===== src/hw/rtl/pngr_pkg.sv =====
// Shared types and constants of the peak normalizing gain ramp.
package pngr_pkg;

  localparam int unsigned SMP_W     = 24;
  localparam int unsigned GAIN_W    = 32;
  localparam int unsigned CNT_W     = 18;
  localparam int unsigned POS_W     = 16;
  localparam int unsigned PEAK_W    = 23;
  localparam int unsigned MG_W      = 17;
  localparam int unsigned MM_W      = 24;
  localparam int unsigned IDX_W     = 6;
  localparam int unsigned LEN_W     = 7;
  localparam int unsigned DIVN_W    = 52;
  localparam int unsigned DIVD_W    = 23;
  localparam int unsigned CFG_IDX_W = 3;
  localparam int unsigned CFG_W     = 24;

  localparam int unsigned BLOCK_SAMPLES_DEF = 64;
  localparam int unsigned POSITION_WRAP_DEF = 64000;

  localparam logic [GAIN_W-1:0] GAIN_ONE      = 32'h1000_0000;
  localparam logic [PEAK_W-1:0] SILENCE_FLOOR = 23'd666;
  localparam logic [MG_W-1:0]   NO_FADE_GAIN  = 17'd64225;

  localparam logic [CFG_IDX_W-1:0] CFG_MAX_GAIN    = 3'd0;
  localparam logic [CFG_IDX_W-1:0] CFG_MAX_MULT    = 3'd1;
  localparam logic [CFG_IDX_W-1:0] CFG_ATTACK      = 3'd2;
  localparam logic [CFG_IDX_W-1:0] CFG_RELEASE     = 3'd3;
  localparam logic [CFG_IDX_W-1:0] CFG_STEREO_MODE = 3'd4;

  typedef enum logic [3:0] {
    ST_IDLE,
    ST_SCAN_RD,
    ST_SCAN_EV,
    ST_SCAN_END,
    ST_DIVT_GO,
    ST_DIVT_WAIT,
    ST_TGT_LD,
    ST_STEP_GO,
    ST_STEP_WAIT,
    ST_STEP_LD,
    ST_EM_RD,
    ST_EM_GAIN,
    ST_EM_MUL,
    ST_EM_OUT,
    ST_FINISH
  } ctrl_state_e;

  typedef struct packed {
    logic             store_wr;
    logic             rd_en;
    logic [IDX_W-1:0] idx;
    logic             scan_clr;
    logic             scan_ev;
    logic             divt_start;
    logic             tgt_ld;
    logic             step_start;
    logic             step_ld;
    logic             em_gain;
    logic             em_mul;
    logic             em_load;
    logic             em_last;
    logic             blk_done;
  } dp_cmd_t;

  typedef struct packed {
    logic             blk_end;
    logic [LEN_W-1:0] blk_len;
    logic             peak_seen;
    logic             div_done;
    logic             out_free;
  } dp_sts_t;

endpackage


===== src/hw/rtl/pngr_ctrl.sv =====
// Controller state machine that sequences collection, scan, division and emission.
module pngr_ctrl
  import pngr_pkg::*;
(
  input  logic    clk_i,
  input  logic    rst_ni,
  input  logic    in_valid_i,
  output logic    in_ready_o,
  input  dp_sts_t sts_i,
  output dp_cmd_t cmd_o
);

  ctrl_state_e state_q, state_d;
  logic [IDX_W-1:0] idx_q, idx_d;
  logic             last_idx;

  assign last_idx = (LEN_W'(idx_q) + LEN_W'(1)) == sts_i.blk_len;

  always_ff @(posedge clk_i or negedge rst_ni) begin
    if (!rst_ni) begin
      state_q <= ST_IDLE;
      idx_q   <= '0;
    end else begin
      state_q <= state_d;
      idx_q   <= idx_d;
    end
  end

  always_comb begin
    state_d    = state_q;
    idx_d      = idx_q;
    cmd_o      = '0;
    cmd_o.idx  = idx_q;
    in_ready_o = 1'b0;
    case (state_q)
      ST_IDLE: begin
        in_ready_o     = 1'b1;
        cmd_o.store_wr = in_valid_i;
        if (sts_i.blk_end) begin
          cmd_o.scan_clr = 1'b1;
          idx_d          = '0;
          state_d        = ST_SCAN_RD;
        end
      end
      ST_SCAN_RD: begin
        cmd_o.rd_en = 1'b1;
        state_d     = ST_SCAN_EV;
      end
      ST_SCAN_EV: begin
        cmd_o.scan_ev = 1'b1;
        if (last_idx) begin
          state_d = ST_SCAN_END;
        end else begin
          idx_d   = idx_q + IDX_W'(1);
          state_d = ST_SCAN_RD;
        end
      end
      ST_SCAN_END: begin
        idx_d   = '0;
        state_d = sts_i.peak_seen ? ST_DIVT_GO : ST_EM_RD;
      end
      ST_DIVT_GO: begin
        cmd_o.divt_start = 1'b1;
        state_d          = ST_DIVT_WAIT;
      end
      ST_DIVT_WAIT: begin
        if (sts_i.div_done) begin
          state_d = ST_TGT_LD;
        end
      end
      ST_TGT_LD: begin
        cmd_o.tgt_ld = 1'b1;
        state_d      = ST_STEP_GO;
      end
      ST_STEP_GO: begin
        cmd_o.step_start = 1'b1;
        state_d          = ST_STEP_WAIT;
      end
      ST_STEP_WAIT: begin
        if (sts_i.div_done) begin
          state_d = ST_STEP_LD;
        end
      end
      ST_STEP_LD: begin
        cmd_o.step_ld = 1'b1;
        idx_d         = '0;
        state_d       = ST_EM_RD;
      end
      ST_EM_RD: begin
        cmd_o.rd_en = 1'b1;
        state_d     = ST_EM_GAIN;
      end
      ST_EM_GAIN: begin
        cmd_o.em_gain = 1'b1;
        state_d       = ST_EM_MUL;
      end
      ST_EM_MUL: begin
        cmd_o.em_mul = 1'b1;
        state_d      = ST_EM_OUT;
      end
      ST_EM_OUT: begin
        if (sts_i.out_free) begin
          cmd_o.em_load = 1'b1;
          cmd_o.em_last = last_idx;
          if (last_idx) begin
            state_d = ST_FINISH;
          end else begin
            idx_d   = idx_q + IDX_W'(1);
            state_d = ST_EM_RD;
          end
        end
      end
      ST_FINISH: begin
        cmd_o.blk_done = 1'b1;
        state_d        = ST_IDLE;
      end
      default: begin
        state_d = ST_IDLE;
      end
    endcase
  end

endmodule


===== config.mk =====
export PLATFORM = sky130hd
export DESIGN_NAME = pngr_ctrl
export DESIGN_NICKNAME = d
export VERILOG_FILES = /design/src/hw/rtl/pngr_pkg.sv /design/src/hw/rtl/pngr_ctrl.sv
export SDC_FILE = /design/constraint.sdc
export NUM_CORES = 1
export LEC_CHECK = 0
export BUFFER_PORTS_ARGS = -buffer_cell sky130_fd_sc_hd__buf_2
export CAP_MARGIN = 20
export CORE_UTILIZATION = 50
export DETAILED_ROUTE_END_ITERATION = 8
export PLACE_DENSITY = 0.79
export SLEW_MARGIN = 20
export SYNTH_ARGS = -nofsm -noshare
export SYNTH_HDL_FRONTEND = slang
export SYNTH_SLANG_ARGS = --single-unit

===== constraint.sdc =====
create_clock -name clk_i -period 3.6 [get_ports clk_i]
set_clock_uncertainty 0.1 [all_clocks]
set_input_delay 1.08 -clock clk_i [delete_from_list [all_inputs] [get_ports clk_i]]
set_output_delay 1.08 -clock clk_i [all_outputs]
set_load 0.1 [all_outputs]

* After elaboration in Yosys (flattened, before gate mapping) *
Cells that the tools add are included.

cells by class
  add/subtract/negate cells = 2
  reduce and logical (&&, ||, !) cells = 6
  mux-type cells = 27
  equality and inequality tests = 19

operators with widths
  cell                   count
  $pmux W4 S14           1
  $eq A4 B4 Y1 const B   7
  $pmux W6 S4            1
  $mux W4                5
  $mux W6                3
  $eq A4 B3 Y1 const B   4
  $mux W1                13
  $eq A4 B2 Y1 const B   2
  $ne A2 B2 Y1 const B   4
  $add A6 B1 Y7 const B  1
  $eq A7 B7 Y1           1
  $add A6 B1 Y6 const B  1
  $mux W2                3
  $eq A4 B1 Y1 const B   1
  $logic_not A4 Y1       1
  $reduce_and A4 Y1      1
  $reduce_bool A4 Y1     1
  $reduce_or A2 Y1       2
  $mux W3                1
  $reduce_and A3 Y1      1

word-level totals
  flip-flop bits (word level) = 10

* Depth between registers and ports, before layout *
  depth in word-level cells = 5
  mapped depth = 9

* Worst setup path after synthesis *
OpenSTA, ideal clock, no wires.

  kind = register to output
  from = reg state_q[3]
  to = out cmd_o[10] in the netlist's numbering
  cell stages (with the launch flop) = 5
  arrival time = 4.711 ns
  slack = -2.291 ns
  buffers on the path = 2
  cell sequence = dfrtp_1 > clkbuf_1 > clkbuf_1 > nor4_1 > and2_1

RTL lines
  item                    RTL line         text
  from (decl)             pngr_ctrl.sv:13  ctrl_state_e state_q, state_d;
  from (signal assigned)  pngr_ctrl.sv:24  state_q <= state_d;
  to (decl)               pngr_ctrl.sv:10  output dp_cmd_t cmd_o

==> flow_summary.json <==
{
  "critPathTopFamily": "simple AND/OR/NAND/NOR gates",
  "die_area_um2": 2310,
  "crit_end": "cmd_o[1]",
  "rows": 16,
  "yosysUniqueCellTypes": 50,
  "combPwrFrac": 0.695,
  "maxCapViolCount": 0,
  "cts_inserted_buffers": 3,
  "p_seq_frac": 0.197,
  "slew_viol_final": 0,
  "synthTopCellsByCount": "nor2_1 (13), nand2_1 (12), nor3_1 (11)",
  "cp_cell_sequence": "buf_6, or3_4, a211oi_2, nor3_1, and4b_1, and3_4, buf_12",
  "fp.coreArea_um2": 1980,
  "min_path_type": "reg2reg",
  "synth.most_common_cell": "nor2_1",
  "nets": 187,
  "drc": 0,
  "hold_viol": 0,
  "sw_frac_of_total": 0.603,
  "clk_pin_slew_worst_paths_ns": 0.07,
  "final_antenna_net_count": 0,
  "grt_use_total": 0.258,
  "crit_required_ns": 2.42,
  "place_area_um2": 1310,
  "antenna_cells": 0,
  "worst_slew_margin_rel": 0.636,
  "crit_start": "sts_i[7]",
  "powerDensity_nw_per_um2": 718,
  "port_buffers": 33,
  "ys.flop_type": "dfrtp_1",
  "totalWireLength_mm": 2.68,
  "crit_cells": 7,
  "gp_congestion": 0.849,
  "drt_first_pass_iters": 4,
  "rrSetupSlack_ns": 1.13,
  "grt_antenna_before_repair": 0,
  "syn-mean-instance-area_um2": 7.86,
  "critPathMaxStageDelay_ns": 0.32,
  "die_w_um": 48.1,
  "cp_slowest_cell": "or3_4",
  "period_share": 0.992,
  "h-tree-depth": 1,
  "wl_per_cell_um": 13.5,
  "grt_max_degree": 16,
  "cts.sinks": 10,
  "fin_area_um2": 1400,
  "p_switching_mw": 0.605,
  "timing.hold.ws_ns": 0.460,
  "grt_pass1_wl_mm": 4.12,
  "status": "finished clean",
  "peakVddDrop_uv": 829,
  "vias_per_cell": 5.69,
  "drive_above_1_share": 0.456,
  "dpl.hpwl_mm": 2.02,
  "area_delta_synth_final_pct": 31.6,
  "reg2reg_depth": 9,
  "initial_core_util": 0.535,
  "p_clk_frac": 0.108,
  "synth_area_leaders": "dfrtp_1 (24%), nor3_1 (5.2%), nor2_1 (4.6%), buf_6 (4.2%), nand2_1 (4.2%)",
  "yosysWarnings": 0,
  "netlist_area_um2": 1060,
  "io_pins": 34,
  "fill_cells": 164,
  "path_buf_inv": 2,
  "setup_viol": 0,
  "critPathLaunchType": "input port",
  "synth_nets": 150,
  "yosysSeqAreaShare": 0.236,
  "dieHeight_um": 48.1,
  "clockBufferDepth": 2,
  "vias": 1126,
  "root_buffer": "clkbuf_4",
  "r2r_start": "idx_q[1]",
  "synth_edf_count": 0,
  "netlist_instances": 135,
  "max_freq_ghz": 0.280,
  "critPathMaxFanout": 2,
  "tightest_slew_ns": 0.545,
  "critPathCaptureType": "output pin",
  "leakagePower_nw": 0.621,
  "synth.top_cell.area_share": 0.236,
  "grt_pass1_vias": 903,
  "grt_overflow": 0,
  "arrival_ns": 2.39,
  "synth-async-reset-ratio": 1.00,
  "p_int_mw": 0.398,
  "drtIter0Drc": 61,
  "rsz0062_at_grt": "yes",
  "ys_seq_elements": 10,
  "cts_tree": "yes",
  "timing.rr.end": "idx_q[4]",
  "period_needed_ns": 3.57,
  "synth_area_leader_cell": "dfrtp_1",
  "clk_latency_ns": 0.28,
  "crit_type": "in2out"
}
repair_timing:
| action | CTS | global route |
|---|---|---|
| hold buffers | 0 | 0 |
| setup buffers | 0 | 2 |
| hold endpoints to repair | 0 | 0 |
| gates resized for setup | 2 | 6 |
| pin swaps | 3 | 2 |
| setup endpoints to repair | 1 | 2 |
per-layer routing:
metal / track usage / vias to the layer above / wire [µm]
li1: - / 562 / -
met4: 0.0667 / 0 / 19
met2: 0.395 / 50 / 1330
met5: 0 / - / 0
met3: 0.0679 / 6 / 156
met1: 0.360 / 508 / 1170
cell families after synthesis:
kind of cell / synth area share
and+or+nand+nor: 0.309
AOI/OAI and AO/OA: 0.234
buffers and inverters: 0.105
muxes: 0.0495
DFF: 0.236
adders and majority gates: 0.0118
xor gates and xnor gates: 0.0554
state kept, by name, summed over array words and instances, names as in the netlist:
name	count
idx_q	6
state_q	4
through the flow:
stage / setup TNS [ns] / setup slack, ns / util / total power, mW / std cells
6_report: 0 / 0.0278 / 0.705 / 1.00 / 198
5_1_grt: -0.0265 / -0.0249 / 0.705 / 1.06 / 198
4_1_cts: 0 / 0.00603 / 0.682 / 0.979 / 196
3_5_place_dp: -0.0543 / -0.0543 / 0.661 / 0.869 / 192
3_3_place_gp: -0.0326 / -0.0326 / 0.661 / 0.852 / 192
2_1_floorplan: -0.284 / -0.284 / - / 0.751 / 135
power by group through the flow:
stage | combinational, mW | sequential (mW) | clock, mW
after global routing | 0.743 | 0.202 | 0.114
after global placement | 0.651 | 0.201 | 0
after detailed placement | 0.666 | 0.203 | 0
after floorplan | 0.547 | 0.204 | 0
after CTS | 0.669 | 0.202 | 0.108
final | 0.697 | 0.197 | 0.109
worst register-to-register path, stage by stage, from the launching register on:
cell and delay, ns:
dfrtp_4 0.52, ha_1 0.21, buf_4 0.17, nand2_1 0.12
o32ai_1 0.10, nor3_1 0.18, and4b_1 0.24, buf_4 0.17
or4_1 0.50, nand3_1 0.10
worst min-delay path by stage:
stage / from / to / cells after the start
floorplan: state_q[2] / state_q[3] / 4
global placement: idx_q[5] / idx_q[5] / 2
detailed placement: idx_q[5] / idx_q[5] / 2
CTS: state_q[0] / state_q[0] / 1
global route: idx_q[0] / idx_q[0] / 1
finish: idx_q[0] / idx_q[0] / 1
cell type report:
| class | count | area [µm²] | area share |
|---|---|---|---|
| Tap cell | 27 | 33.8 | 0.0242 |
| Timing Repair Buffer | 44 | 272 | 0.194 |
| Multi-Input combinational cell | 108 | 776 | 0.556 |
| Inverter | 5 | 18.8 | 0.0134 |
| Clock buffer | 4 | 36.3 | 0.0260 |
| Sequential cell | 10 | 260 | 0.186 |
placed cells by master (no fill, tap or decap), types with 2 or more instances in the layout:
cell type	instances
mux2i_1	3
o211ai_1	4
buf_2	30
o31ai_1	4
nand2_1	12
buf_4	11
inv_1	5
nor3_2	4
clkbuf_4	4
nor3_1	6
dfrtp_2	2
dfrtp_4	2
nand3_1	2
o21ai_0	5
or2_2	4
or4_1	2
nor2_1	12
xor2_1	2
a21oi_1	7
nand2b_1	4
mux2_2	2
dfrtp_1	6
No activity file was read; power rests on OpenSTA's default activity.
